==> config.mk <==
export PLATFORM = sky130hd
export DESIGN_NAME = ocp_datapath
export DESIGN_NICKNAME = d
export VERILOG_FILES = /design/src/design/ocp_pkg.sv /design/src/design/ocp_datapath.sv
export VERILOG_INCLUDE_DIRS = /design/src /design/src/design
export SDC_FILE = /design/constraint.sdc
export NUM_CORES = 2
export LEC_CHECK = 0
export ABC_CLOCK_PERIOD_IN_PS = 19550
export BUFFER_PORTS_ARGS = -buffer_cell sky130_fd_sc_hd__buf_2
export CAP_MARGIN = 25
export CORE_ASPECT_RATIO = 1.5
export CORE_UTILIZATION = 66
export CTS_BUF_LIST = sky130_fd_sc_hd__clkbuf_16
export CTS_CLUSTER_SIZE = 14
export DETAILED_ROUTE_END_ITERATION = 16
export PLACE_DENSITY = 0.84
export SYNTH_ARGS = -nofsm -noshare
export SYNTH_HDL_FRONTEND = slang
export SYNTH_SLANG_ARGS = --single-unit
==> constraint.sdc <==
create_clock -name clk -period 19.55 [get_ports clk]
set_input_delay 4.8875 -clock clk [delete_from_list [all_inputs] [get_ports clk]]
set_output_delay 4.8875 -clock clk [all_outputs]
set_load 0.1 [all_outputs]
==> src/design/assert_macros.svh <==
// Assertion macros shared by the orbit camera RTL.
`ifndef ASSERT_MACROS_SVH
`define ASSERT_MACROS_SVH

// Same-cycle implication, checked outside reset.
`define OCP_ASSERT_NOW(label, clk, rst_n, pre, post) \
  label: assert property (@(posedge clk) disable iff (!rst_n) (pre) |-> (post)) \
    else $error("same-cycle implication failed");

// Next-cycle implication, checked outside reset.
`define OCP_ASSERT_NEXT(label, clk, rst_n, pre, post) \
  label: assert property (@(posedge clk) disable iff (!rst_n) (pre) |=> (post)) \
    else $error("next-cycle implication failed");

`endif

==> src/design/ocp_pkg.sv <==
// Shared types, constants and helper functions of the orbit camera core.
`default_nettype none
package ocp_pkg;

  localparam int COORD_WIDTH    = 24;
  localparam int SINE_FRAC_BITS = 15;
  localparam int SINE_W         = SINE_FRAC_BITS + 2;
  localparam int ROUND_SHIFT    = 30 - SINE_FRAC_BITS;
  localparam int RANGE_W        = 14;
  localparam int DELTA_W        = RANGE_W + 2;

  localparam int IN_BITS     = 16 + 3 * COORD_WIDTH;
  localparam int IN_TDATA_W  = ((IN_BITS + 7) / 8) * 8;
  localparam int OUT_TDATA_W = ((4 * COORD_WIDTH + 7) / 8) * 8;
  localparam int IN_TX_LSB   = 16;
  localparam int IN_TY_LSB   = 16 + COORD_WIDTH;
  localparam int IN_TZ_LSB   = 16 + 2 * COORD_WIDTH;

  localparam int CFG_INDEX_W = 3;
  localparam int CFG_DATA_W  = 14;

  localparam logic [CFG_INDEX_W-1:0] CFG_ROT_SPEED  = 3'd0;
  localparam logic [CFG_INDEX_W-1:0] CFG_ZOOM_STEP  = 3'd1;
  localparam logic [CFG_INDEX_W-1:0] CFG_MIN_DIST   = 3'd2;
  localparam logic [CFG_INDEX_W-1:0] CFG_MAX_DIST   = 3'd3;
  localparam logic [CFG_INDEX_W-1:0] CFG_START_DIST = 3'd4;
  localparam logic [CFG_INDEX_W-1:0] CFG_TILT_MIN   = 3'd5;
  localparam logic [CFG_INDEX_W-1:0] CFG_TILT_MAX   = 3'd6;

  localparam int MUL_IN_W  = 34;
  localparam int MUL_OUT_W = 2 * MUL_IN_W;

  localparam logic [16:0] FULL_TURN    = 17'd46080;
  localparam logic [16:0] HALF_TURN    = 17'd23040;
  localparam logic [16:0] QUARTER_TURN = 17'd11520;
  localparam logic [16:0] THREE_QUARTER_TURN = 17'd34560;

  // pi/23040 in Q30 is split as 146408 + 19106/23040 per angle unit.
  localparam logic [17:0] RAD_INT  = 18'd146408;
  localparam logic [14:0] RAD_FRAC = 15'd19106;
  localparam int LOOK_OFFSET = 128;

  // Reciprocals ceil(2^(32+l)/d) give exact quotients for 32-bit dividends.
  localparam logic [32:0] RECIP_23040 = 33'(((64'd1 << 47) + 64'd23039) / 64'd23040);
  localparam logic [5:0]  SHIFT_23040 = 6'd47;
  localparam logic [32:0] RECIP_6   = 33'(((64'd1 << 35) + 64'd5) / 64'd6);
  localparam logic [32:0] RECIP_20  = 33'(((64'd1 << 37) + 64'd19) / 64'd20);
  localparam logic [32:0] RECIP_42  = 33'(((64'd1 << 38) + 64'd41) / 64'd42);
  localparam logic [32:0] RECIP_72  = 33'(((64'd1 << 39) + 64'd71) / 64'd72);
  localparam logic [32:0] RECIP_110 = 33'(((64'd1 << 39) + 64'd109) / 64'd110);
  localparam logic [32:0] RECIP_156 = 33'(((64'd1 << 40) + 64'd155) / 64'd156);
  localparam logic [32:0] RECIP_210 = 33'(((64'd1 << 40) + 64'd209) / 64'd210);
  localparam logic [32:0] RECIP_272 = 33'(((64'd1 << 41) + 64'd271) / 64'd272);
  localparam logic [32:0] RECIP_342 = 33'(((64'd1 << 41) + 64'd341) / 64'd342);

  typedef enum logic [4:0] {
    DP_NONE, DP_LOAD, DP_STEP, DP_UPDATE, DP_REDUCE, DP_MUL_F1, DP_DIV_X,
    DP_MUL_F2, DP_SUM_X, DP_SQUARE, DP_TAKE_X2, DP_MUL_T, DP_DIV_T, DP_ACC_T,
    DP_SINE_OUT, DP_MUL_H, DP_MUL_DY, DP_MUL_DX, DP_MUL_DZ, DP_TAKE_DZ, DP_RESULT
  } dp_op_t;

  typedef enum logic [4:0] {
    ST_IDLE, ST_STEP, ST_UPDATE, ST_REDUCE, ST_MUL_F1, ST_DIV_X, ST_MUL_F2,
    ST_SUM_X, ST_SQUARE, ST_TAKE_X2, ST_MUL_T, ST_DIV_T, ST_ACC_T, ST_SINE_OUT,
    ST_MUL_H, ST_MUL_DY, ST_MUL_DX, ST_MUL_DZ, ST_TAKE_DZ, ST_RESULT
  } ctrl_state_t;

  typedef struct packed {
    dp_op_t     op;
    logic [1:0] sel;
    logic [3:0] k;
  } dp_cmd_t;

  typedef struct packed {
    logic out_free;
  } dp_status_t;

  // Reciprocal of the Taylor divisor (2k)(2k+1).
  function automatic logic [32:0] div_recip(input logic [3:0] k);
    logic [32:0] r;
    unique case (k)
      4'd1:    r = RECIP_6;
      4'd2:    r = RECIP_20;
      4'd3:    r = RECIP_42;
      4'd4:    r = RECIP_72;
      4'd5:    r = RECIP_110;
      4'd6:    r = RECIP_156;
      4'd7:    r = RECIP_210;
      4'd8:    r = RECIP_272;
      4'd9:    r = RECIP_342;
      default: r = '0;
    endcase
    return r;
  endfunction

  function automatic logic [5:0] div_shift(input logic [3:0] k);
    logic [5:0] s;
    unique case (k)
      4'd1:    s = 6'd35;
      4'd2:    s = 6'd37;
      4'd3:    s = 6'd38;
      4'd4:    s = 6'd39;
      4'd5:    s = 6'd39;
      4'd6:    s = 6'd40;
      4'd7:    s = 6'd40;
      4'd8:    s = 6'd41;
      4'd9:    s = 6'd41;
      default: s = 6'd0;
    endcase
    return s;
  endfunction

  function automatic logic [COORD_WIDTH-1:0] sat_coord(input logic signed [COORD_WIDTH:0] v);
    logic [COORD_WIDTH-1:0] r;
    if (v[COORD_WIDTH] != v[COORD_WIDTH-1]) begin
      r = v[COORD_WIDTH] ? {1'b1, {(COORD_WIDTH-1){1'b0}}} : {1'b0, {(COORD_WIDTH-1){1'b1}}};
    end else begin
      r = v[COORD_WIDTH-1:0];
    end
    return r;
  endfunction

endpackage
`default_nettype wire

==> src/design/ocp_datapath.sv <==
// Datapath: configuration, camera state, shared multiplier and result register.
`default_nettype none
`include "assert_macros.svh"
module ocp_datapath (
  input  wire                                clk,
  input  wire                                rst_n,
  input  ocp_pkg::dp_cmd_t                   cmd,
  output ocp_pkg::dp_status_t                status,
  input  wire [ocp_pkg::IN_TDATA_W-1:0]      in_tdata,
  input  wire                                cfg_valid,
  output logic                               cfg_ready,
  input  wire [ocp_pkg::CFG_INDEX_W-1:0]     cfg_index,
  input  wire [ocp_pkg::CFG_DATA_W-1:0]      cfg_data,
  output logic                               out_tvalid,
  input  wire                                out_tready,
  output logic [ocp_pkg::OUT_TDATA_W-1:0]    out_tdata
);

  localparam int CW  = ocp_pkg::COORD_WIDTH;
  localparam int CW1 = CW + 1;
  localparam int MIW = ocp_pkg::MUL_IN_W;
  localparam int MOW = ocp_pkg::MUL_OUT_W;
  localparam int SW  = ocp_pkg::SINE_W;
  localparam int DW  = ocp_pkg::DELTA_W;
  localparam int FB  = ocp_pkg::SINE_FRAC_BITS;
  localparam int RS  = ocp_pkg::ROUND_SHIFT;

  // Configuration and camera state.
  logic [8:0]  rot_speed_r;
  logic [11:0] zoom_step_r;
  logic [13:0] min_dist_r, max_dist_r, start_dist_r, tilt_min_r, tilt_max_r;
  logic [15:0] yaw_r, yaw_nxt;
  logic [13:0] pitch_r, pitch_nxt, range_r, range_nxt;

  // Latched request.
  logic [5:0]            keys_r;
  logic [9:0]            elapsed_r;
  logic signed [CW-1:0]  tx_r, ty_r, tz_r;

  // Sine evaluation.
  logic signed [MOW-1:0] prod_r, mul_p, prod_sh;
  logic signed [MIW-1:0] mul_a, mul_b;
  logic [MOW-1:0]        prod_u, t_shift;
  logic [13:0] f_r, f_nxt, xlo_r;
  logic        neg_r, neg_nxt;
  logic [30:0] x_r;
  logic [31:0] x2_r, t_r;
  logic signed [33:0] s_r;
  logic signed [SW-1:0] sine_r [4];
  logic signed [SW-1:0] sine_val;
  logic [30:0] s_clamp;
  logic [31:0] s_rnd;
  logic [SW-2:0] mag;
  logic [16:0] angle, red;

  logic signed [DW-1:0] h_r, dx_r, dy_r, dz_r;

  logic out_valid_r;
  logic [CW-1:0] cam_x_r, cam_y_r, cam_z_r, look_y_r;
  logic signed [CW:0] sum_x, sum_y, sum_z, sum_l;

  // Frame update terms.
  logic [15:0] step;
  logic signed [15:0] rng;
  logic signed [18:0] yw, pt, step_s;

  assign cfg_ready       = 1'b1;
  assign status.out_free = !out_valid_r || out_tready;
  assign out_tvalid      = out_valid_r;
  assign out_tdata       = ocp_pkg::OUT_TDATA_W'({look_y_r, cam_z_r, cam_y_r, cam_x_r});

  // Camera state update from the step product.
  always_comb begin
    step   = prod_r[18:3];
    step_s = $signed({3'b0, step});
    rng    = $signed({2'b0, range_r});
    if (keys_r[0]) begin
      rng = rng - $signed({4'b0, zoom_step_r});
      if (rng < $signed({2'b0, min_dist_r})) rng = $signed({2'b0, min_dist_r});
    end
    if (keys_r[1]) begin
      rng = rng + $signed({4'b0, zoom_step_r});
      if (rng > $signed({2'b0, max_dist_r})) rng = $signed({2'b0, max_dist_r});
    end
    range_nxt = rng[13:0];

    yw = $signed({3'b0, yaw_r});
    if (keys_r[2]) yw = yw + step_s;
    if (keys_r[3]) yw = yw - step_s;
    if (yw > $signed({2'b0, ocp_pkg::FULL_TURN})) yw = yw - $signed({2'b0, ocp_pkg::FULL_TURN});
    if (yw < 19'sd0) yw = yw + $signed({2'b0, ocp_pkg::FULL_TURN});
    yaw_nxt = yw[15:0];

    pt = $signed({5'b0, pitch_r});
    if (keys_r[4]) begin
      pt = pt - step_s;
      if (pt < $signed({5'b0, tilt_min_r})) pt = $signed({5'b0, tilt_min_r});
    end
    if (keys_r[5]) begin
      pt = pt + step_s;
      if (pt > $signed({5'b0, tilt_max_r})) pt = $signed({5'b0, tilt_max_r});
    end
    pitch_nxt = pt[13:0];
  end

  // Angle reduction to a quadrant offset; cosine is sine a quarter turn on.
  always_comb begin
    unique case (cmd.sel)
      2'd0:    angle = {3'b0, pitch_r};
      2'd1:    angle = {3'b0, pitch_r} + ocp_pkg::QUARTER_TURN;
      2'd2:    angle = {1'b0, yaw_r};
      default: angle = {1'b0, yaw_r} + ocp_pkg::QUARTER_TURN;
    endcase
    red = (angle >= ocp_pkg::FULL_TURN) ? angle - ocp_pkg::FULL_TURN : angle;
    neg_nxt = (red >= ocp_pkg::HALF_TURN);
    priority if (red < ocp_pkg::QUARTER_TURN) begin
      f_nxt = red[13:0];
    end else if (red < ocp_pkg::HALF_TURN) begin
      f_nxt = 14'(ocp_pkg::HALF_TURN - red);
    end else if (red < ocp_pkg::THREE_QUARTER_TURN) begin
      f_nxt = 14'(red - ocp_pkg::HALF_TURN);
    end else begin
      f_nxt = 14'(ocp_pkg::FULL_TURN - red);
    end
  end

  // Final rounding of the series sum to the sine format.
  always_comb begin
    priority if (s_r < 34'sd0) begin
      s_clamp = '0;
    end else if (s_r > 34'sd1073741824) begin
      s_clamp = 31'd1073741824;
    end else begin
      s_clamp = s_r[30:0];
    end
    s_rnd    = {1'b0, s_clamp} + 32'(1 << (RS - 1));
    mag      = s_rnd[RS +: SW-1];
    sine_val = neg_r ? -$signed({1'b0, mag}) : $signed({1'b0, mag});
  end

  // Operand selection for the shared multiplier.
  always_comb begin
    mul_a = '0;
    mul_b = '0;
    unique case (cmd.op)
      ocp_pkg::DP_STEP: begin
        mul_a = MIW'(rot_speed_r);
        mul_b = MIW'(elapsed_r);
      end
      ocp_pkg::DP_MUL_F1: begin
        mul_a = MIW'(f_r);
        mul_b = MIW'(ocp_pkg::RAD_FRAC);
      end
      ocp_pkg::DP_DIV_X: begin
        mul_a = MIW'(prod_u[31:0]);
        mul_b = MIW'(ocp_pkg::RECIP_23040);
      end
      ocp_pkg::DP_MUL_F2: begin
        mul_a = MIW'(f_r);
        mul_b = MIW'(ocp_pkg::RAD_INT);
      end
      ocp_pkg::DP_SQUARE: begin
        mul_a = MIW'(x_r);
        mul_b = MIW'(x_r);
      end
      ocp_pkg::DP_MUL_T: begin
        mul_a = MIW'(t_r);
        mul_b = MIW'(x2_r);
      end
      ocp_pkg::DP_DIV_T: begin
        mul_a = MIW'(prod_u[61:30]);
        mul_b = MIW'(ocp_pkg::div_recip(cmd.k));
      end
      ocp_pkg::DP_MUL_H: begin
        mul_a = MIW'(range_r);
        mul_b = MIW'(sine_r[1]);
      end
      ocp_pkg::DP_MUL_DY: begin
        mul_a = MIW'(range_r);
        mul_b = MIW'(sine_r[0]);
      end
      ocp_pkg::DP_MUL_DX: begin
        mul_a = MIW'(h_r);
        mul_b = MIW'(sine_r[2]);
      end
      ocp_pkg::DP_MUL_DZ: begin
        mul_a = MIW'(h_r);
        mul_b = MIW'(sine_r[3]);
      end
      default: begin
        mul_a = '0;
        mul_b = '0;
      end
    endcase
  end

  assign mul_p   = mul_a * mul_b;
  assign prod_u  = prod_r;
  assign prod_sh = prod_r >>> FB;
  assign t_shift = prod_u >> ocp_pkg::div_shift(cmd.k);

  always_comb begin
    sum_x = $signed({tx_r[CW-1], tx_r}) + CW1'(dx_r);
    sum_y = $signed({ty_r[CW-1], ty_r}) + CW1'(dy_r);
    sum_z = $signed({tz_r[CW-1], tz_r}) + CW1'(dz_r);
    sum_l = $signed({ty_r[CW-1], ty_r}) + $signed(CW1'(ocp_pkg::LOOK_OFFSET));
  end

  // Control state: configuration, camera state, output valid.
  always_ff @(posedge clk) begin
    if (!rst_n) begin
      rot_speed_r  <= 9'd100;
      zoom_step_r  <= 12'd384;
      min_dist_r   <= 14'd768;
      max_dist_r   <= 14'd7680;
      start_dist_r <= 14'd2560;
      tilt_min_r   <= 14'd640;
      tilt_max_r   <= 14'd10240;
      yaw_r        <= 16'd0;
      pitch_r      <= 14'd3840;
      range_r      <= 14'd2560;
      out_valid_r  <= 1'b0;
    end else begin
      if (cfg_valid) begin
        unique case (cfg_index)
          ocp_pkg::CFG_ROT_SPEED:  rot_speed_r <= cfg_data[8:0];
          ocp_pkg::CFG_ZOOM_STEP:  zoom_step_r <= cfg_data[11:0];
          ocp_pkg::CFG_MIN_DIST:   min_dist_r  <= cfg_data;
          ocp_pkg::CFG_MAX_DIST:   max_dist_r  <= cfg_data;
          ocp_pkg::CFG_START_DIST: begin
            start_dist_r <= cfg_data;
            range_r      <= cfg_data;
          end
          ocp_pkg::CFG_TILT_MIN:   tilt_min_r  <= cfg_data;
          ocp_pkg::CFG_TILT_MAX:   tilt_max_r  <= cfg_data;
          default: ;
        endcase
      end
      if (cmd.op == ocp_pkg::DP_UPDATE) begin
        yaw_r   <= yaw_nxt;
        pitch_r <= pitch_nxt;
        range_r <= range_nxt;
      end
      if (cmd.op == ocp_pkg::DP_RESULT) begin
        out_valid_r <= 1'b1;
      end else if (out_tready) begin
        out_valid_r <= 1'b0;
      end
    end
  end

  // Payload registers.
  always_ff @(posedge clk) begin
    prod_r <= mul_p;
    unique case (cmd.op)
      ocp_pkg::DP_LOAD: begin
        keys_r    <= in_tdata[5:0];
        elapsed_r <= in_tdata[15:6];
        tx_r      <= in_tdata[ocp_pkg::IN_TX_LSB +: CW];
        ty_r      <= in_tdata[ocp_pkg::IN_TY_LSB +: CW];
        tz_r      <= in_tdata[ocp_pkg::IN_TZ_LSB +: CW];
      end
      ocp_pkg::DP_REDUCE: begin
        f_r   <= f_nxt;
        neg_r <= neg_nxt;
      end
      ocp_pkg::DP_MUL_F2:   xlo_r <= prod_u[60:47];
      ocp_pkg::DP_SUM_X:    x_r   <= prod_u[30:0] + 31'(xlo_r);
      ocp_pkg::DP_SQUARE: begin
        t_r <= 32'(x_r);
        s_r <= 34'(x_r);
      end
      ocp_pkg::DP_TAKE_X2:  x2_r  <= prod_u[61:30];
      ocp_pkg::DP_ACC_T: begin
        t_r <= t_shift[31:0];
        // Odd terms of the series subtract, even terms add.
        s_r <= cmd.k[0] ? s_r - $signed(34'(t_shift[31:0]))
                        : s_r + $signed(34'(t_shift[31:0]));
      end
      ocp_pkg::DP_SINE_OUT: sine_r[cmd.sel] <= sine_val;
      ocp_pkg::DP_MUL_DY:   h_r  <= prod_sh[DW-1:0];
      ocp_pkg::DP_MUL_DX:   dy_r <= prod_sh[DW-1:0];
      ocp_pkg::DP_MUL_DZ:   dx_r <= prod_sh[DW-1:0];
      ocp_pkg::DP_TAKE_DZ:  dz_r <= prod_sh[DW-1:0];
      ocp_pkg::DP_RESULT: begin
        cam_x_r  <= ocp_pkg::sat_coord(sum_x);
        cam_y_r  <= ocp_pkg::sat_coord(sum_y);
        cam_z_r  <= ocp_pkg::sat_coord(sum_z);
        look_y_r <= ocp_pkg::sat_coord(sum_l);
      end
      default: ;
    endcase
  end

  `OCP_ASSERT_NEXT(a_result_valid, clk, rst_n, (cmd.op == ocp_pkg::DP_RESULT), out_valid_r)
  `OCP_ASSERT_NOW(a_offset_quarter, clk, rst_n, (cmd.op == ocp_pkg::DP_SINE_OUT),
    ({3'b0, f_r} <= ocp_pkg::QUARTER_TURN))

endmodule
`default_nettype wire
; ---- Yosys cells after proc, flatten, opt, wreduce, memory -nomap -nowiden
; Memory sizes are Yosys's and may differ from the RTL's.
; Cells that the tools add are included.
; Widths: inputs -> output; s select.
[word_totals]
input_bits = 120
output_inout_bits = 99
word_cells = 162
mem_bits_rw = 68
register_bits = 596
mem_bits_ro = 608
mem_count = 3
[mem_list]
columns = memory, words, word_bits, rd, rd_clocked_by_memory_dff, write_ports, line
row1 = (no name shown), 16, 33, 1, 0, 0, ocp_pkg.sv:81  ; unique case (k)
row2 = (no name shown), 16, 5, 1, 0, 0, ocp_pkg.sv:98  ; unique case (k)
row3 = sine_r, 4, 17, 4, 0, 1, ocp_datapath.sv:49  ; logic signed [SW-1:0] sine_r [4];
[classes]
n_mul = 1
order_cmp = 13
n_addsub = 23
mux = 40
n_reduce_logical = 18
shifts = 1
n_eq_ne = 32
[ops]
columns = cell, n
row1 = $pmux 34 s11, 1
row2 = $pmux 34 s8, 1
row3 = $mux 24, 8
row4 = $mux 14, 10
row5 = $mux 19, 4
row6 = $add 24x16->25, 3
row7 = $mul 34x34->68, 1
row8 = $pmux 34 s2, 1
row9 = $shr 68x6->32, 1
row10 = $pmux 32 s2, 1
row11 = $mux 31, 2
row12 = $mux 17, 3
row13 = $pmux 17 s3, 1
row14 = $mux 16, 3
row15 = $eq 5x4->1 const B, 8
row16 = $add 34x33->34, 1
row17 = $gt 34x32->1 const B, 1
row18 = $lt 34x1->1 const B, 1
row19 = $mux 34, 1
row20 = $sub 34x33->34, 1
row21 = $add 31x14->31, 1
row22 = $add 31x15->31 const B, 1
row23 = $add 24x9->25 const B, 1
row24 = $eq 5x5->1 const B, 5
row25 = 43 further kinds, 67

; ---- Logic depth before layout (Yosys ltp)
[depth]
depth_word = 9
ltp_mapped = 49
depth_no_buf = 46

; ---- Least setup slack after synthesis
; Ideal clock, no wire load.
[synth_timing]
path_type = input to register
startpoint = in cmd[6] (netlist bit)
endpoint = reg prod_r[61]
path_slack_ns = 4.692
t_arrival_ns = 14.785
t_required_ns = 19.478
n_path_buf = 7
setup_ns = 0.072
cell_stages = 43
path_cell_list = clkbuf_1 > nand2b_1 > clkbuf_1 > nor3_1 > or2_2 > clkbuf_1 > and2_1 > clkbuf_1 > clkbuf_1 > clkbuf_1 > nor3_1 > clkbuf_1 > nor2_1 > fa_1 > inv_1 > fa_1 > inv_1 > fa_1 > [... 7 more ...] > fa_1 > inv_1 > fa_1 > inv_1 > ha_1 > a21oi_1 > o21ai_1 > o21bai_1 > a221oi_1 > a21oi_1 > o2111ai_1 > a211oi_1 > nor4_1 > nor3_1 > nor4_2 > o21ai_1 > a221oi_1 > xnor2_1
[synth_between]
elab_chain_cells = 4
[synth_lines]
columns = element, line
row1 = "start, declared", ocp_datapath.sv:7  ; input ocp_pkg::dp_cmd_t cmd,
row2 = "$eq 5x5->1, or another cell as far along", ocp_datapath.sv:145  ; unique case (cmd.op)
row3 = $reduce_or 2->1 (no line), n/a
row4 = $pmux 34 s8, ocp_datapath.sv:145
row5 = $mul 34x34->68 (*), ocp_datapath.sv:197  ; assign mul_p = mul_a * mul_b;
row6 = net mul_p[61], ocp_datapath.sv:41  ; logic signed [MOW-1:0] prod_r, mul_p, prod_sh;
row7 = "end signal, assigned", ocp_datapath.sv:254  ; prod_r <= mul_p;
row8 = "end, declared", ocp_datapath.sv:41
; The timed path passes the listed nets; every way through them passes the cells marked *.
; A chain may end at the register's enable or synchronous reset.

; ---- Final worst setup path
[layout_timing]
startpoint = in cmd[9] (netlist bit)
endpoint = reg prod_r[61]
; Same word-level chain as after synthesis.

==> metrics <==
Via Count 70.3k; FP Rows 159; CP Class primary input to flip-flop; dpl cells 10.6k; Bufs on Longest Clock Path 3; Synth Area in Adders 37.1%; Tot Pwr 6.33 mW; RR Startpoint sine_r[3][16]$_DFFE_PP_; slowest cell on the critical path nor2_1; Routed WL per cell 28.8 um; synth warn 0; worst hold stages 2; register area share after synthesis 21.7%; most frequent CP cell fa_1; Routed Antenna Nets 0; main flop type after synthesis edfxtp_1; Cell Area, Synth 0.0833 mm2; r2r setup slk 7.30 ns; max-slew violations 0; min-delay worst type flip-flop to flip-flop; Pleak 40.8 nW; die area 0.128 mm2; Tot GR Track Use 49.1%; fillers 9,397; TritonCTS clock tree yes; fraction of registers with async set/reset 0%; syn_nets 10.8k; largest net degree at the start of global routing 83; clock sink total 664; Worst EP arrival 17.71 ns; Final HPWL DP 239,000 um; Highest Clock Rate 58.6 MHz; status completed; Clock Root Buffer clkbuf_16; Crit. End Element flip-flop; mux cell area share after synthesis 4.60%; ranking of synthesized cells by area fa_1 (30%), edfxtp_1 (17%), ha_1 (7.4%); P_int 3.50 mW; RSZ-0062 raised after global routing no; Reg clk slew, reported paths 0.06 ns; Worst slew margin 23.2%; Starting Density 66.5%; Power Density 70.9 mW/mm2; largest family of logic cells by synthesized area adder cells; Final GP Congestion 1.09; worst hold start tilt_max_r[3]$_SDFFE_PN0P_; Initial DRC Count 7,099; Final period util 87.3%; cts repair resizes 0; total global routing overflow 0; cell family with most CP delay simple AND/OR/NAND/NOR gates; CP Buf/Inv Count 10; number of buffers added on ports 217; WP depth 38; synth unique cells 104; DRC errors left 0; Post-Place Cell Area 0.0867 mm2; hold buffers post-CTS 0; Logic pwr share 49.8%; Synth Area in Compound Gates 11.1%; Post-synth EDFFs 474; post-synth top area share 29.6%; Sw Pwr 2.83 mW; sequential share of power 27.9%; first-pass GRT wire length 455,000 um; initial antenna violation count 44; die width 292 um; Finish-stage setup viols 0; Post-layout nets 10.9k; Layout area overhead 7.22%; Setup Skew 0.0688 ns; CP required 20.18 ns; Clock power frac 22.3%; share of layout cells above drive strength 1 8.47%; Post-Layout Cell Count 10.7k; most common cell in the netlist inv_1; Max-cap violations 0; CP max FO 37; switching share of power 44.8%; setup TNS 0 ns; average cell area after synthesis 9.32 um2; area share of and/or/nand/nor cells after synthesis 13.3%; final core utilization 71.3%; number of global-route vias before repair 73.7k; design area 0.0893 mm2; #FFs+latches synth 664; Skew-Pair Late Insertion Delay 0.73 ns; final wirelength 309,000 um; drt pass-1 iters 7; number of CTS-inserted buffers 71; worst setup margin 2.47 ns; Post-Synth XOR/XNOR Area 3.44%; # IOs 219; worst-case hold slack 0.457 ns; post-CTS setup buffer count 0; cells after synthesis 8,932; Vias/cell 6.55; worst r2r dst prod_r[61]$_DFF_P_; Worst-Margin Slew 1.14 ns; Die Height 437 um; Reg2Reg Depth 34; post-place setup slack 2.24 ns; VDD IR max 0.228 mV; largest area contributor in the netlist fa_1; post-route minimum period 17.08 ns; most frequent cells after synthesis inv_1 (1,497), fa_1 (1,229), nand2_1 (1,055), nor2_1 (879), ha_1 (490); crit-path max cell delay 0.79 ns; startpoint types primary input; Final Hold Vio Count 0; CTS HTree Levels 3; Hold EP tilt_max_r[3]$_SDFFE_PN0P_; Core ar. 0.125 mm2
## worst register-to-register path: cells and delay by family (launching register included)
kind | cells | cell delay [ns]
buffers and inverters | 8 | 1.42
AND/OR/NAND/NOR | 8 | 3.70
XOR/XNOR | 1 | 0.15
AO/OA/AOI/OAI | 8 | 2.65
flip-flops | 1 | 0.37
adder cells (fa/ha/maj) | 9 | 3.92
## placed cells by master (no fill, tap or decap), types with 40 or more instances in the layout
master and n:
a211oi_1 46, a21o_1 103, a21oi_1 433, a22o_1 40, a22oi_1 52, a31oi_1 63
and2_1 49, and3_1 49, buf_2 218, buf_4 199, clkbuf_16 72, dfxtp_1 190
edfxtp_1 474, fa_1 1229, ha_1 489, inv_1 1508, mux2i_1 190, mux4_2 64
nand2_1 1053, nand2b_1 64, nand3_1 122, nor2_1 869, nor2b_1 50, nor3_1 69
o211ai_1 46, o21a_1 60, o21ai_0 294, xnor2_1 201, xor2_1 126
## metal layers
| layer | part of all wire (%) | GRT usage [%] | vias up |
|---|---|---|---|
| met5 | 0.048 | 0.419 | - |
| met4 | 12 | 46.7 | 14 |
| met3 | 12 | 13.7 | 1699 |
| met2 | 45 | 77.1 | 4737 |
| met1 | 31 | 53.4 | 34500 |
| li1 | - | - | 29300 |
## layout make-up
class	count	area, um2	area share, %
Clock buffer	72	1800	2.02
Timing Repair Buffer	426	2740	3.07
Tap cell	1610	2010	2.26
Multi-Input combinational cell	6361	58400	65.4
Clock inverter	59	587	0.657
Antenna cell	33	82.6	0.0925
Inverter	1499	5630	6.30
Sequential cell	664	18000	20.2
## kinds of logic after synthesis
logic type | Yosys count
AO/OA/AOI/OAI | 1446
XOR/XNOR | 327
adder cells (fa/ha/maj) | 1730
buffers and inverters | 1907
flip-flops | 664
multiplexers | 291
other | 1
AND/OR/NAND/NOR | 2566
## power by group through the flow
stage / combinational [mW] / clock, mW / sequential (mW)
5_1_grt: 3.34 / 1.46 / 1.75
2_1_floorplan: 1.99 / 0 / 1.72
3_3_place_gp: 2.96 / 0 / 1.77
3_5_place_dp: 3.01 / 0 / 1.77
6_report: 3.15 / 1.41 / 1.76
4_1_cts: 3.04 / 1.41 / 1.75
## state kept, by name, summed over array words and instances, names as in the netlist, 16 cells and up
name / cells
cam_x_r: 24
cam_y_r: 24
cam_z_r: 24
dx_r: 16
dy_r: 16
dz_r: 16
h_r: 16
look_y_r: 24
prod_r: 68
s_r: 34
sine_r: 68
t_r: 32
tx_r: 24
ty_r: 24
tz_r: 24
x2_r: 32
x_r: 31
yaw_r: 16
## worst max-delay path by stage
stage | startpoint | end | slack (ns)
4_1_cts | cmd[6] | prod_r[61]$_DFF_P_ | 2.94
3_5_place_dp | cmd[6] | prod_r[61]$_DFF_P_ | 2.24
6_report | cmd[9] | prod_r[61]$_DFF_P_ | 2.47
2_1_floorplan | cmd[6] | prod_r[61]$_DFF_P_ | 4.69
3_3_place_gp | cmd[6] | prod_r[61]$_DFF_P_ | 2.43
5_1_grt | cmd[9] | prod_r[61]$_DFF_P_ | 2.36
(Power assumes the default switching activity.)
