===== src/design/assert_macros.svh =====
// Assertion macros shared by the orbit camera RTL.
`ifndef ASSERT_MACROS_SVH
`define ASSERT_MACROS_SVH

// Same-cycle implication, checked outside reset.
`define OCP_ASSERT_NOW(label, clk, rst_n, pre, post) \
  label: assert property (@(posedge clk) disable iff (!rst_n) (pre) |-> (post)) \
    else $error("same-cycle implication failed");

// Next-cycle implication, checked outside reset.
`define OCP_ASSERT_NEXT(label, clk, rst_n, pre, post) \
  label: assert property (@(posedge clk) disable iff (!rst_n) (pre) |=> (post)) \
    else $error("next-cycle implication failed");

`endif


===== src/design/ocp_pkg.sv =====
// Shared types, constants and helper functions of the orbit camera core.
`default_nettype none
package ocp_pkg;

  localparam int COORD_WIDTH    = 24;
  localparam int SINE_FRAC_BITS = 15;
  localparam int SINE_W         = SINE_FRAC_BITS + 2;
  localparam int ROUND_SHIFT    = 30 - SINE_FRAC_BITS;
  localparam int RANGE_W        = 14;
  localparam int DELTA_W        = RANGE_W + 2;

  localparam int IN_BITS     = 16 + 3 * COORD_WIDTH;
  localparam int IN_TDATA_W  = ((IN_BITS + 7) / 8) * 8;
  localparam int OUT_TDATA_W = ((4 * COORD_WIDTH + 7) / 8) * 8;
  localparam int IN_TX_LSB   = 16;
  localparam int IN_TY_LSB   = 16 + COORD_WIDTH;
  localparam int IN_TZ_LSB   = 16 + 2 * COORD_WIDTH;

  localparam int CFG_INDEX_W = 3;
  localparam int CFG_DATA_W  = 14;

  localparam logic [CFG_INDEX_W-1:0] CFG_ROT_SPEED  = 3'd0;
  localparam logic [CFG_INDEX_W-1:0] CFG_ZOOM_STEP  = 3'd1;
  localparam logic [CFG_INDEX_W-1:0] CFG_MIN_DIST   = 3'd2;
  localparam logic [CFG_INDEX_W-1:0] CFG_MAX_DIST   = 3'd3;
  localparam logic [CFG_INDEX_W-1:0] CFG_START_DIST = 3'd4;
  localparam logic [CFG_INDEX_W-1:0] CFG_TILT_MIN   = 3'd5;
  localparam logic [CFG_INDEX_W-1:0] CFG_TILT_MAX   = 3'd6;

  localparam int MUL_IN_W  = 34;
  localparam int MUL_OUT_W = 2 * MUL_IN_W;

  localparam logic [16:0] FULL_TURN    = 17'd46080;
  localparam logic [16:0] HALF_TURN    = 17'd23040;
  localparam logic [16:0] QUARTER_TURN = 17'd11520;
  localparam logic [16:0] THREE_QUARTER_TURN = 17'd34560;

  // pi/23040 in Q30 is split as 146408 + 19106/23040 per angle unit.
  localparam logic [17:0] RAD_INT  = 18'd146408;
  localparam logic [14:0] RAD_FRAC = 15'd19106;
  localparam int LOOK_OFFSET = 128;

  // Reciprocals ceil(2^(32+l)/d) give exact quotients for 32-bit dividends.
  localparam logic [32:0] RECIP_23040 = 33'(((64'd1 << 47) + 64'd23039) / 64'd23040);
  localparam logic [5:0]  SHIFT_23040 = 6'd47;
  localparam logic [32:0] RECIP_6   = 33'(((64'd1 << 35) + 64'd5) / 64'd6);
  localparam logic [32:0] RECIP_20  = 33'(((64'd1 << 37) + 64'd19) / 64'd20);
  localparam logic [32:0] RECIP_42  = 33'(((64'd1 << 38) + 64'd41) / 64'd42);
  localparam logic [32:0] RECIP_72  = 33'(((64'd1 << 39) + 64'd71) / 64'd72);
  localparam logic [32:0] RECIP_110 = 33'(((64'd1 << 39) + 64'd109) / 64'd110);
  localparam logic [32:0] RECIP_156 = 33'(((64'd1 << 40) + 64'd155) / 64'd156);
  localparam logic [32:0] RECIP_210 = 33'(((64'd1 << 40) + 64'd209) / 64'd210);
  localparam logic [32:0] RECIP_272 = 33'(((64'd1 << 41) + 64'd271) / 64'd272);
  localparam logic [32:0] RECIP_342 = 33'(((64'd1 << 41) + 64'd341) / 64'd342);

  typedef enum logic [4:0] {
    DP_NONE, DP_LOAD, DP_STEP, DP_UPDATE, DP_REDUCE, DP_MUL_F1, DP_DIV_X,
    DP_MUL_F2, DP_SUM_X, DP_SQUARE, DP_TAKE_X2, DP_MUL_T, DP_DIV_T, DP_ACC_T,
    DP_SINE_OUT, DP_MUL_H, DP_MUL_DY, DP_MUL_DX, DP_MUL_DZ, DP_TAKE_DZ, DP_RESULT
  } dp_op_t;

  typedef enum logic [4:0] {
    ST_IDLE, ST_STEP, ST_UPDATE, ST_REDUCE, ST_MUL_F1, ST_DIV_X, ST_MUL_F2,
    ST_SUM_X, ST_SQUARE, ST_TAKE_X2, ST_MUL_T, ST_DIV_T, ST_ACC_T, ST_SINE_OUT,
    ST_MUL_H, ST_MUL_DY, ST_MUL_DX, ST_MUL_DZ, ST_TAKE_DZ, ST_RESULT
  } ctrl_state_t;

  typedef struct packed {
    dp_op_t     op;
    logic [1:0] sel;
    logic [3:0] k;
  } dp_cmd_t;

  typedef struct packed {
    logic out_free;
  } dp_status_t;

  // Reciprocal of the Taylor divisor (2k)(2k+1).
  function automatic logic [32:0] div_recip(input logic [3:0] k);
    logic [32:0] r;
    unique case (k)
      4'd1:    r = RECIP_6;
      4'd2:    r = RECIP_20;
      4'd3:    r = RECIP_42;
      4'd4:    r = RECIP_72;
      4'd5:    r = RECIP_110;
      4'd6:    r = RECIP_156;
      4'd7:    r = RECIP_210;
      4'd8:    r = RECIP_272;
      4'd9:    r = RECIP_342;
      default: r = '0;
    endcase
    return r;
  endfunction

  function automatic logic [5:0] div_shift(input logic [3:0] k);
    logic [5:0] s;
    unique case (k)
      4'd1:    s = 6'd35;
      4'd2:    s = 6'd37;
      4'd3:    s = 6'd38;
      4'd4:    s = 6'd39;
      4'd5:    s = 6'd39;
      4'd6:    s = 6'd40;
      4'd7:    s = 6'd40;
      4'd8:    s = 6'd41;
      4'd9:    s = 6'd41;
      default: s = 6'd0;
    endcase
    return s;
  endfunction

  function automatic logic [COORD_WIDTH-1:0] sat_coord(input logic signed [COORD_WIDTH:0] v);
    logic [COORD_WIDTH-1:0] r;
    if (v[COORD_WIDTH] != v[COORD_WIDTH-1]) begin
      r = v[COORD_WIDTH] ? {1'b1, {(COORD_WIDTH-1){1'b0}}} : {1'b0, {(COORD_WIDTH-1){1'b1}}};
    end else begin
      r = v[COORD_WIDTH-1:0];
    end
    return r;
  endfunction

endpackage
`default_nettype wire


===== src/design/ocp_ctrl.sv =====
// Sequencer that steps the shared multiplier datapath through one frame.
`default_nettype none
`include "assert_macros.svh"
module ocp_ctrl (
  input  wire                  clk,
  input  wire                  rst_n,
  input  wire                  in_tvalid,
  output logic                 in_tready,
  input  ocp_pkg::dp_status_t  status,
  output ocp_pkg::dp_cmd_t     cmd
);

  ocp_pkg::ctrl_state_t state_r, state_nxt;
  logic [1:0] sel_r, sel_nxt;
  logic [3:0] k_r, k_nxt;

  always_ff @(posedge clk) begin
    if (!rst_n) begin
      state_r <= ocp_pkg::ST_IDLE;
      sel_r   <= '0;
      k_r     <= '0;
    end else begin
      state_r <= state_nxt;
      sel_r   <= sel_nxt;
      k_r     <= k_nxt;
    end
  end

  always_comb begin
    state_nxt = state_r;
    sel_nxt   = sel_r;
    k_nxt     = k_r;
    cmd.op    = ocp_pkg::DP_NONE;
    cmd.sel   = sel_r;
    cmd.k     = k_r;
    in_tready = 1'b0;
    unique case (state_r)
      ocp_pkg::ST_IDLE: begin
        in_tready = 1'b1;
        if (in_tvalid) begin
          cmd.op    = ocp_pkg::DP_LOAD;
          state_nxt = ocp_pkg::ST_STEP;
        end
      end
      ocp_pkg::ST_STEP: begin
        cmd.op    = ocp_pkg::DP_STEP;
        state_nxt = ocp_pkg::ST_UPDATE;
      end
      ocp_pkg::ST_UPDATE: begin
        cmd.op    = ocp_pkg::DP_UPDATE;
        sel_nxt   = 2'd0;
        state_nxt = ocp_pkg::ST_REDUCE;
      end
      ocp_pkg::ST_REDUCE: begin
        cmd.op    = ocp_pkg::DP_REDUCE;
        state_nxt = ocp_pkg::ST_MUL_F1;
      end
      ocp_pkg::ST_MUL_F1: begin
        cmd.op    = ocp_pkg::DP_MUL_F1;
        state_nxt = ocp_pkg::ST_DIV_X;
      end
      ocp_pkg::ST_DIV_X: begin
        cmd.op    = ocp_pkg::DP_DIV_X;
        state_nxt = ocp_pkg::ST_MUL_F2;
      end
      ocp_pkg::ST_MUL_F2: begin
        cmd.op    = ocp_pkg::DP_MUL_F2;
        state_nxt = ocp_pkg::ST_SUM_X;
      end
      ocp_pkg::ST_SUM_X: begin
        cmd.op    = ocp_pkg::DP_SUM_X;
        state_nxt = ocp_pkg::ST_SQUARE;
      end
      ocp_pkg::ST_SQUARE: begin
        cmd.op    = ocp_pkg::DP_SQUARE;
        state_nxt = ocp_pkg::ST_TAKE_X2;
      end
      ocp_pkg::ST_TAKE_X2: begin
        cmd.op    = ocp_pkg::DP_TAKE_X2;
        k_nxt     = 4'd1;
        state_nxt = ocp_pkg::ST_MUL_T;
      end
      ocp_pkg::ST_MUL_T: begin
        cmd.op    = ocp_pkg::DP_MUL_T;
        state_nxt = ocp_pkg::ST_DIV_T;
      end
      ocp_pkg::ST_DIV_T: begin
        cmd.op    = ocp_pkg::DP_DIV_T;
        state_nxt = ocp_pkg::ST_ACC_T;
      end
      ocp_pkg::ST_ACC_T: begin
        cmd.op = ocp_pkg::DP_ACC_T;
        if (k_r == 4'd9) begin
          state_nxt = ocp_pkg::ST_SINE_OUT;
        end else begin
          k_nxt     = k_r + 4'd1;
          state_nxt = ocp_pkg::ST_MUL_T;
        end
      end
      ocp_pkg::ST_SINE_OUT: begin
        cmd.op = ocp_pkg::DP_SINE_OUT;
        if (sel_r == 2'd3) begin
          state_nxt = ocp_pkg::ST_MUL_H;
        end else begin
          sel_nxt   = sel_r + 2'd1;
          state_nxt = ocp_pkg::ST_REDUCE;
        end
      end
      ocp_pkg::ST_MUL_H: begin
        cmd.op    = ocp_pkg::DP_MUL_H;
        state_nxt = ocp_pkg::ST_MUL_DY;
      end
      ocp_pkg::ST_MUL_DY: begin
        cmd.op    = ocp_pkg::DP_MUL_DY;
        state_nxt = ocp_pkg::ST_MUL_DX;
      end
      ocp_pkg::ST_MUL_DX: begin
        cmd.op    = ocp_pkg::DP_MUL_DX;
        state_nxt = ocp_pkg::ST_MUL_DZ;
      end
      ocp_pkg::ST_MUL_DZ: begin
        cmd.op    = ocp_pkg::DP_MUL_DZ;
        state_nxt = ocp_pkg::ST_TAKE_DZ;
      end
      ocp_pkg::ST_TAKE_DZ: begin
        cmd.op    = ocp_pkg::DP_TAKE_DZ;
        state_nxt = ocp_pkg::ST_RESULT;
      end
      ocp_pkg::ST_RESULT: begin
        // Hold the finished request until the output register is free.
        if (status.out_free) begin
          cmd.op    = ocp_pkg::DP_RESULT;
          state_nxt = ocp_pkg::ST_IDLE;
        end
      end
      default: state_nxt = ocp_pkg::ST_IDLE;
    endcase
  end

  `OCP_ASSERT_NOW(a_k_in_range, clk, rst_n,
    (state_r == ocp_pkg::ST_MUL_T || state_r == ocp_pkg::ST_DIV_T || state_r == ocp_pkg::ST_ACC_T),
    (k_r >= 4'd1 && k_r <= 4'd9))
  `OCP_ASSERT_NOW(a_all_sines_done, clk, rst_n, (state_r == ocp_pkg::ST_MUL_H), (sel_r == 2'd3))

endmodule
`default_nettype wire


===== config.mk =====
export PLATFORM = sky130hd
export DESIGN_NAME = ocp_ctrl
export DESIGN_NICKNAME = d
export VERILOG_FILES = /design/src/design/ocp_pkg.sv /design/src/design/ocp_ctrl.sv
export VERILOG_INCLUDE_DIRS = /design/src /design/src/design
export SDC_FILE = /design/constraint.sdc
export NUM_CORES = 1
export LEC_CHECK = 0
export ABC_AREA = 0
export BUFFER_PORTS_ARGS = -buffer_cell sky130_fd_sc_hd__buf_4
export CORE_MARGIN = 2
export CORE_UTILIZATION = 49
export CTS_CLUSTER_SIZE = 28
export DETAILED_ROUTE_END_ITERATION = 7
export GPL_TIMING_DRIVEN = 0
export PLACE_DENSITY_LB_ADDON = 0.2
export SLEW_MARGIN = 20
export SYNTH_ARGS = -nofsm -noshare
export SYNTH_HDL_FRONTEND = slang
export SYNTH_SLANG_ARGS = --single-unit

===== constraint.sdc =====
create_clock -name clk -period 2.25 [get_ports clk]
set_input_delay 0.45 -clock clk [delete_from_list [all_inputs] [get_ports clk]]
set_output_delay 0.45 -clock clk [all_outputs]
set_load 0.02 [all_outputs]

# Word level (Yosys, flattened, before mapping)
# Cells that the tools add are included.
# classes
n_lt_le_gt_ge,0
mux,13
add_sub_neg,2
n_eq_ne,25
n_bitwise,0
mul,0
shifts,0
reduce_logical,6
div_mod_pow,0
# ops
operator,n
5-bit one-hot mux with 20 select lines,2
5-bit by 4-bit equality test with 1-bit output (second input constant),8
5-bit by 3-bit equality test with 1-bit output (second input constant),4
5-bit equality test (second input constant),4
5-bit two-way mux,3
5-bit by 2-bit equality test with 1-bit output (second input constant),2
4-bit two-way mux,2
2-bit != test (second input constant),4
4-bit one-hot mux with 2 select lines,1
2-bit AND reduction,3
5-bit by 1-bit equality test with 1-bit output (second input constant),1
5-bit zero test,1
4-bit by 1-bit adder with 4-bit output (second input constant),1
4-bit equality test (second input constant),1
2-bit one-hot mux with 2 select lines,1
2-bit nonzero test,2
3-bit two-way mux,1
2-bit by 1-bit adder with 2-bit output (second input constant),1
2-bit equality test (second input constant),1
1-bit two-way mux,2
2-bit two-way mux,1
# word_totals
rom_bits,0
register_bits,11
memories,0
word_cells,49
mem_bits_rw,0
latchBits,0
out_inout_bits,12

# Depth between registers and ports, before layout
# Gate-level depths: netlist of the first run.
# logic_depth
ltp_word,3
ltp_mapped,6
ltp_nobuf,6

# Worst setup path before layout of the first run
# OpenSTA, ideal clock, no wires.
# synth_timing
kind,register -> output
start,register state_r[2]
end,output port cmd[6] in the netlist's numbering
t_arrival_ns,1.436
path_stages_with_launch,5
slack_ns,0.364
path_buffers,1
path_cell_list,dfxtp_1 > buf_4 > or2_2 > and2_1 > nor3_1
# synth_rtl
item,line_no,text
"start, declared",ocp_ctrl.sv:13,"ocp_pkg::ctrl_state_t state_r, state_nxt;"
"start signal, assigned",ocp_ctrl.sv:19,state_r <= ocp_pkg::ST_IDLE;
"start signal, assigned",ocp_ctrl.sv:23,state_r <= state_nxt;
"end, declared",ocp_ctrl.sv:10,output ocp_pkg::dp_cmd_t cmd

==> reports/metrics.yaml, run 1 <==
status: "completed"
nets: 127
drc_errors: 0
grt.total_usage_pct: 23.0
async_reset_ff_share_pct: 0
intPower_uw: 405
die_w_um: 43.8
syn_to_final_growth_pct: 21.3
p_sw_share_pct: 38.3
coreArea_mm2: 0.00149
cp-start-kind: "flop"
synthTopCellsByArea: "dfxtp_1 28%, nand2_1 5.8%, ha_1 4.8%, nand3_1 4.5%, nor2b_1 4.0%"
die_h_um: 43.8
ir_drop_v: 0.000534
overflow: 0
htree_levels: 1
power_frac_seq_pct: 34.9
worstHoldPathType: "primary input to flop"
clk_pin_slew_ns: 0.08
grt_first_pass_wirelength_um: 3310
crit_fanout: 10
insertion_delay_ns: 0.27
p_sw_uw: 252
cp_top_family: "simple AND/OR/NAND/NOR gates"
grt_pass1_vias: 730
fin_setup_tns_ns: 0
syn_inst: 100
setup_viol: 0
clockBufferDepth: 2
path_buf_inv: 2
drt_iter0_drc: 37
gp_congestion: 0.899
ys_ff_latch: 11
rows: 14
cp_common_cell: "buf_4"
p_per_area_mw_per_mm2: 700
drt-vias-per-instance: 5.97
antenna_found_initial: 0
cp.required_ns: 1.80
final_common_cell: "buf_4"
fin_crit_ns: 2.16
grt_max_degree: 11
cts_tree: "done"
syn_area_per_cell_um2: 7.74
relSlewSlack_pct: 69.4
synth_flop_cell: "dfxtp_1"
pre_cts_ws_ns: 0.388
arrival_ns: 1.71
period_share_pct: 96.2
hold_viol: 0
ys_seq_area_share_pct: 28.4
drt_wl_total_um: 1890
yosysWarnings: 0
hpwl_um: 1360
whs_ns: 0.471
antenna_cells: 0
clockPowerShare_pct: 21.4
drtAntennaViolNets: 0
synth-edff-count: 0
worstMarginPinSlew_ns: 0.459
comb_power_share_pct: 43.6
maxCapViolations: 0
syn_area_um2: 774
crit_chain: "buf_4 > or2_2 > and2_1 > nor3_1 > buf_4"
clock-root-buffer: "clkbuf_4"
cpMaxStageDelayCell: "or2_2"
ys_types: 37
cts_buffers: 3
final_cell_mix: "16 x buf_4, 12 x nand2_1, 10 x dfxtp_1"
post-cts-setup-buffers: 0
ioPinCount: 16
skew_ns: 0.00968
clock_sinks: 11
synth_top_cell_area_share_pct: 28.4
fp.dieArea_mm2: 0.00191
drive_gt1_share_pct: 22.7
syn_nets: 107
p_leak_uw: 0.000416
critPathKind: "flop to primary output"
slew_viol_final: 0
wl_per_cell_um: 14.0
initial_core_util_pct: 52.0
first_pass_iters: 4
vias: 806
synth_area_leader_cell: "dfxtp_1"
cp-end-kind: "primary output"
crit_path_max_incr_delay_ns: 0.35
rsz0062_at_grt: "false"
max_freq_mhz: 462
numPortBuffers: 15
setup_slack_ns: 0.0853
==> sequential cells by signal, summed over array words and instances, names as in the netlist <==
register	count
k_r	4
sel_r	2
state_r	5
==> power groups by stage <==
stage / logic (µW) / registers [µW] / clock network [µW]
detailed placement: 277 / 232 / 0
finish: 287 / 230 / 141
CTS: 279 / 227 / 143
global placement: 272 / 231 / 0
global route: 315 / 233 / 151
floorplan: 197 / 226 / 0
==> layout make-up <==
type / count / area, µm²
Tap cell: 16 / 20.0
Buffer: 6 / 35.0
Fill cell: 145 / 549
Multi-Input combinational cell: 81 / 517
Sequential cell: 11 / 221
Timing Repair Buffer: 15 / 113
Clock buffer: 4 / 26.3
Inverter: 2 / 7.51
==> worst min-delay path, cell delays in order <==
cell and delay [ns]:
buf_4 0.08, o31ai_1 0.07, a21oi_1 0.11
==> cell families after synthesis <==
kind of cell	count (synthesis)	share of synthesized area, %
flip-flops	11	28.4
adder cells (fa/ha/maj)	3	4.85
XOR/XNOR	2	2.26
buffers and inverters	8	4.85
AND/OR/NAND/NOR	51	37.3
AO/OA/AOI/OAI	25	22.3
==> routing by layer <==
| metal | part of all wire (%) | GRT usage [%] | up-vias |
|---|---|---|---|
| met2 | 45 | 32.4 | 37 |
| li1 | - | - | 397 |
| met5 | 0 | 0 | - |
| met1 | 44 | 33.4 | 366 |
| met3 | 8.6 | 2.50 | 6 |
| met4 | 3.1 | 13.9 | 0 |
==> repair_timing <==
action	CTS	global route
hold buffers	0	0
resized for setup	0	3
endpoints found under the setup margin	0	1
==> cell usage after synthesis (2+ instances only) <==
cell,n
nor2_1,8
a21boi_0,2
buf_2,3
ha_1,3
nand2b_1,3
clkbuf_1,2
o32ai_1,2
nand2_1,12
or2_2,2
dfxtp_1,11
nor3_1,3
xor2_1,2
nor2b_1,5
o211a_1,2
o21a_1,2
and3_1,2
nand3_1,7
inv_1,2
o21ai_0,4
a21oi_1,6
==> metrics by stage <==
step	total power, µW	util [%]	instance area [µm²]	instances
floorplan	423	-	774	100
global placement	504	60.9	907	131
detailed placement	509	60.9	907	131
CTS	649	62.7	933	135
global route	698	63.1	940	135
finish	657	63.1	940	135
==> worst paths after layout <==
check,cells past startpoint,start,to,slack (ns)
max,5,state_r[2],cmd[6],0.09
min,3,in_tvalid,state_r[0],0.47
max reg2reg,6,k_r[1],k_r[1],0.64
min reg2reg,2,sel_r[1],sel_r[1],0.49
Power figures use the tool's default switching activity.
==> run 2, diff against run 1 <==
==> constraint.sdc (replaced) <==
create_clock -name clk -period 2.3 [get_ports clk]
set_input_delay 0.46 -clock clk [delete_from_list [all_inputs] [get_ports clk]]
set_output_delay 0.46 -clock clk [all_outputs]
set_load 0.02 [all_outputs]
==> reports/metrics.yaml, run 2 (synthesis gave the netlist of run 1 again) <==
max_freq_mhz: 460
post-cts-setup-buffers: 0  # unchanged
pre_cts_ws_ns: 0.428  # was 0.388 ns
grt.total_usage_pct: 23.0  # unchanged
arrival_ns: 1.72  # was 1.71 ns
skew_ns: 0.0110  # was 0.00968 ns
fin_crit_ns: 2.18
clk_pin_slew_ns: 0.08  # about the same
numPortBuffers: 15  # unchanged
p_leak_uw: 0.000416  # about the same
hold_path.startpoint: "in_tvalid"  # unchanged
relSlewSlack_pct: 69.6  # was 69.4%
hpwl_um: 1360  # unchanged
reg2reg_depth: 6  # unchanged
grt_pass1_vias: 730  # unchanged
r2r_setup_slack_ns: 0.69  # was 0.64 ns
die_w_um: 43.8  # unchanged
n_fill_cell: 146  # was 145
ir_drop_v: 0.000520  # was 0.000534 V
final_cell_mix: "16 x buf_4, 12 x nand2_1, 11 x dfxtp_1"  # was 16 x buf_4, 12 x nand2_1, 10 x dfxtp_1
wl_per_cell_um: 14.1  # was 14.0 µm
setup_slack_ns: 0.124  # was 0.0853 ns
multi_input_area_um2: 517  # unchanged
cts_tree: "done"  # unchanged
setup_viol: 0  # unchanged
rsz0062_at_grt: "false"  # unchanged
ioPinCount: 16  # unchanged
drc_errors: 0  # unchanged
p_per_area_mw_per_mm2: 685  # was 700 mW/mm²
use_met2_pct: 32.4  # unchanged
grt_max_degree: 11  # unchanged
clock-root-buffer: "clkbuf_4"  # unchanged
cts_hold_buffers: 0  # unchanged
drtAntennaViolNets: 0  # unchanged
drive_gt1_share_pct: 21.8  # was 22.7%
clock_sinks: 11  # unchanged
reg.largest.list: "state_r: 5 flops, k_r: 4 flops, sel_r: 2 flops"  # unchanged
first_pass_iters: 4  # unchanged
crit_path_max_incr_delay_ns: 0.46  # was 0.35 ns
syn_to_final_growth_pct: 20.8  # was 21.3%
grt_first_pass_wirelength_um: 3310  # unchanged
cp-end-kind: "primary output"  # unchanged
grt-busiest-layer: "met1"  # unchanged
crit_chain: "clkbuf_4 > nand3_1 > or2_2 > a21oi_1 > buf_4"  # was buf_4 > or2_2 > and2_1 > nor3_1 > buf_4
maxCapViolations: 0  # unchanged
cp-start-kind: "flop"  # unchanged
crit_fanout: 10  # unchanged
die_h_um: 43.8  # unchanged
critPathKind: "flop to primary output"  # unchanged
r2r_start: "k_r[1]"  # unchanged
whs_ns: 0.478  # was 0.471 ns
drt-vias-per-instance: 6.04  # was 5.97
antenna_cells: 0  # unchanged
nets: 127  # unchanged
use_met3_pct: 2.50  # unchanged
seq_area_um2: 220  # was 221 µm²
drt_wl_total_um: 1910  # was 1890 µm
worstMarginPinSlew_ns: 0.456  # was 0.459 ns
use_met1_pct: 33.4  # unchanged
min_path_cells: 3  # unchanged
p_sw_share_pct: 38.7  # was 38.3%
overflow: 0  # unchanged
coreArea_mm2: 0.00149  # unchanged
status: "completed"  # unchanged
worstHoldPathType: "primary input to flop"  # unchanged
largest_reg_flops: 5  # unchanged
hold_viol: 0  # unchanged
final_common_cell: "buf_4"  # unchanged
power_frac_seq_pct: 34.8  # was 34.9%
intPower_uw: 393  # was 405 µW
rows: 14  # unchanged
slew_viol_final: 0  # unchanged
p_total_uw: 641  # was 657 µW
clockBufferDepth: 2  # unchanged
rr_endpoint: "k_r[1]"  # unchanged
largest-register: "state_r"  # unchanged
cts_buffers: 3  # unchanged
period_share_pct: 94.6
comb_power_share_pct: 43.5  # was 43.6%
gp_congestion: 0.899  # unchanged
p_sw_uw: 248  # was 252 µW
drt_iter0_drc: 35  # was 37
vias: 815  # was 806
min_to: "state_r[0]"  # unchanged
fin_setup_tns_ns: 0  # unchanged
cp.required_ns: 1.84  # was 1.80 ns
antenna_found_initial: 0  # unchanged
clockPowerShare_pct: 21.7  # was 21.4%
fp.dieArea_mm2: 0.00191  # unchanged
initial_core_util_pct: 52.0  # unchanged
insertion_delay_ns: 0.27  # about the same
cpMaxStageDelayCell: "dfxtp_1"  # was or2_2
htree_levels: 1  # unchanged
## run 2: cell types whose count changed in the layout (fill, tap and decap cells not counted)
cell,delta
dfxtp_1,+1
buf_2,+1
clkbuf_4,-1
dfxtp_2,-1
## run 2: how the worst max path moves through the flow
stage | from | endpoint | slack [ns] | depth (start not counted)
finish | state_r[0] | cmd[9] | 0.12 | 5
global placement | state_r[0] | cmd[9] | 0.46 | 5
global route | state_r[0] | cmd[9] | 0.02 | 5
floorplan | state_r[2] | cmd[6] | 0.40 | 4
detailed placement | state_r[0] | cmd[9] | 0.43 | 5
CTS | state_r[0] | cmd[9] | 0.13 | 5
## run 2: what timing repair did
action	CTS	global route
gates resized for setup	0	1
setup endpoints to repair	0	1
endpoints found under the hold margin	0	0
## run 2: area by class of cell
class / instances / area share (%)
multi-input combinational: 81 / 55.2
buffer: 6 / 3.48
sequential: 11 / 23.5
inverter: 2 / 0.802
timing repair buffer: 15 / 12.0
tap: 16 / 2.14
clock buffer: 4 / 2.81
## run 2: per-stage QoR
stage               utilization, %  instances  cell area (µm²)
finish                        62.9        135              936
global route                  62.9        135              936
CTS                           62.7        135              933
detailed placement            60.9        131              907
global placement              60.9        131              907
floorplan                        -        100              774
## run 2: critical path: cells and delay by family, from the launching register on
kind                   cells  cell delay [ns]
buffers and inverters      2             0.42
DFF                        1             0.46
and+or+nand+nor            2             0.39
AOI/OAI and AO/OA          1             0.15
## run 2: metal layers
metal	vias to the layer above	part of all wire (%)
met2	43	43
li1	397	-
met4	0	3.3
met5	-	0
met1	367	46
met3	8	6.7
## run 2: power by group through the flow
stage | logic (µW) | registers [µW] | clock network (µW)
6_report | 279 | 223 | 139
5_1_grt | 306 | 226 | 147
4_1_cts | 273 | 222 | 140
3_5_place_dp | 271 | 227 | 0
3_3_place_gp | 266 | 226 | 0
2_1_floorplan | 193 | 221 | 0
==> run 3, diff against run 2 <==
--- a/config.mk
+++ b/config.mk
@@ -14,6 +14,7 @@
 export DETAILED_ROUTE_END_ITERATION = 7
 export GPL_TIMING_DRIVEN = 0
 export PLACE_DENSITY_LB_ADDON = 0.2
+export REMOVE_ABC_BUFFERS = 1
 export SLEW_MARGIN = 20
 export SYNTH_ARGS = -nofsm -noshare
 export SYNTH_HDL_FRONTEND = slang
==> constraint.sdc (replaced) <==
create_clock -name clk -period 2.3 [get_ports clk]
set_input_delay 0.46 -clock clk [delete_from_list [all_inputs] [get_ports clk]]
set_output_delay 0.46 -clock clk [all_outputs]
set_load 0.005 [all_outputs]
==> reports/metrics.yaml, run 3 (synthesis gave the netlist of run 1 again) <==
largest-register: "state_r"  # unchanged
ir_drop_v: 0.000337  # was 0.000520 V
cp.required_ns: 1.84  # about the same
antenna_found_initial: 0  # unchanged
cts_resized: 0  # unchanged
overflow: 0  # unchanged
rows: 14  # unchanged
grt.total_usage_pct: 20.5  # was 23.0%
largest_reg_flops: 5  # unchanged
cp-startpoint: "state_r[0]"  # unchanged
final_common_cell: "buf_4"  # unchanged
gp_congestion: 0.874  # was 0.899
skew_ns: 0.00539  # was 0.0110 ns
slew_viol_final: 0  # unchanged
post-cts-setup-buffers: 0  # unchanged
rsz0062_at_grt: "false"  # unchanged
p_sw_uw: 203  # was 248 µW
final_cell_mix: "15 x buf_4, 12 x nand2_1, 11 x dfxtp_1"  # was 16 x buf_4, 12 x nand2_1, 11 x dfxtp_1
critPathKind: "flop to primary output"  # unchanged
insertion_delay_ns: 0.28  # was 0.27 ns
fin_crit_ns: 2.17  # was 2.18 ns
cts_buffers: 3  # unchanged
pre_cts_ws_ns: 0.462  # was 0.428 ns
drt_iter0_drc: 14  # was 35
first_pass_iters: 4  # unchanged
die_w_um: 43.8  # unchanged
p_per_area_mw_per_mm2: 645  # was 685 mW/mm²
htree_levels: 1  # unchanged
status: "completed"  # unchanged
coreArea_mm2: 0.00149  # unchanged
antenna_cells: 0  # unchanged
fp.dieArea_mm2: 0.00191  # unchanged
p_sw_share_pct: 34.9  # was 38.7%
cts_tree: "done"  # unchanged
grt_first_pass_wirelength_um: 2940  # was 3310 µm
crit_fanout: 17  # was 10
reg.largest.list: "state_r: 5 flops, k_r: 4 flops, sel_r: 2 flops"  # unchanged
relSlewSlack_pct: 62.4  # was 69.6%
initial_core_util_pct: 52.0  # unchanged
drt-vias-per-instance: 5.92  # was 6.04
clock_sinks: 11  # unchanged
die_h_um: 43.8  # unchanged
wl_per_cell_um: 13.4  # was 14.1 µm
ioPinCount: 16  # unchanged
clock-root-buffer: "clkbuf_4"  # unchanged
comb_power_share_pct: 32.5  # was 43.5%
drtAntennaViolNets: 0  # unchanged
hpwl_um: 1250  # was 1360 µm
p_leak_uw: 0.000393  # was 0.000416 µW
r2r_start: "k_r[1]"  # unchanged
grt_max_degree: 18  # was 11
numPortBuffers: 15  # unchanged
n_fill_cell: 137  # was 146
drt_wl_total_um: 1730  # was 1910 µm
cp-start-kind: "flop"  # unchanged
grt_pass1_vias: 697  # was 730
worstHoldPathType: "primary input to flop"  # unchanged
cts_hold_buffers: 0  # unchanged
worstMarginPinSlew_ns: 0.564  # was 0.456 ns
clockBufferDepth: 2  # unchanged
max_freq_mhz: 460  # about the same
drive_gt1_share_pct: 19.5  # was 21.8%
cp-end-kind: "primary output"  # unchanged
fin_setup_tns_ns: 0  # unchanged
setup_slack_ns: 0.125  # was 0.124 ns
clk_pin_slew_ns: 0.07  # was 0.08 ns
nets: 121  # was 127
syn_to_final_growth_pct: 16.6  # was 20.8%
setup_viol: 0  # unchanged
intPower_uw: 379  # was 393 µW
drc_errors: 0  # unchanged
hold_viol: 0  # unchanged
arrival_ns: 1.71  # was 1.72 ns
hold_path.startpoint: "in_tvalid"  # unchanged
maxCapViolations: 0  # unchanged
clockPowerShare_pct: 23.8  # was 21.7%
period_share_pct: 94.6  # about the same
power_frac_seq_pct: 43.6  # was 34.8%
vias: 764  # was 815
==> run 3: cell count changes in the layout (fill, tap and decap cells not counted) <==
cell,previous run,this run
buf_2,2,0
clkbuf_1,3,1
buf_4,16,15
clkbuf_4,4,3
==> run 3: final cells by class <==
| class | count | area, µm² | share of cell area, % |
|---|---|---|---|
| repair buffers | 15 | 113 | 12.5 |
| multi-input cells | 81 | 517 | 57.2 |
| inverters | 2 | 7.51 | 0.831 |
| flip-flops and latches | 11 | 220 | 24.4 |
| well taps | 16 | 20.0 | 2.22 |
| clock buffers | 4 | 26.3 | 2.91 |
==> run 3: power by group through the flow <==
stage / sequential [µW] / clock, µW / combinational, µW
after floorplan: 243 / 0 / 124
after global placement: 255 / 0 / 188
after detailed placement: 257 / 0 / 190
after CTS: 253 / 143 / 191
after global routing: 260 / 150 / 211
final: 254 / 139 / 189
==> run 3: worst max-delay path: stages (launching register included) <==
cell	delay (ns)
dfxtp_1	0.68
nand3_1	0.17
or2_2	0.32
a21oi_1	0.14
buf_4	0.13
==> run 3: through the flow <==
| stage | instances | cell area [µm²] | hold WS [ns] | utilization [%] | total power [µW] |
|---|---|---|---|---|---|
| floorplan | 94 | 744 | 0.474 | - | 367 |
| global placement | 125 | 877 | 0.474 | 58.9 | 443 |
| detailed placement | 125 | 877 | 0.477 | 58.9 | 447 |
| CTS | 129 | 903 | 0.475 | 60.7 | 586 |
| global route | 129 | 903 | 0.489 | 60.7 | 621 |
| finish | 129 | 903 | 0.484 | 60.7 | 582 |
==> run 3: per-layer routing <==
metal / share of wire (%) / vias to the layer above / wire, µm / GRT usage (%)
met5: 0 / - / 0 / 0
met1: 47 / 353 / 809 / 26.9
met4: 1.2 / 0 / 21 / 10.9
met2: 47 / 23 / 812 / 32.6
li1: - / 384 / - / -
met3: 4.8 / 4 / 83 / 2.50
==> run 3: worst paths after layout <==
path	slack, ns	cells past startpoint	endpoint
worst max-delay path	0.13	4	cmd[9]
worst min-delay path	0.48	3	state_r[0]
worst max register to register	0.64	6	k_r[2]
worst min register to register	0.49	2	sel_r[1]
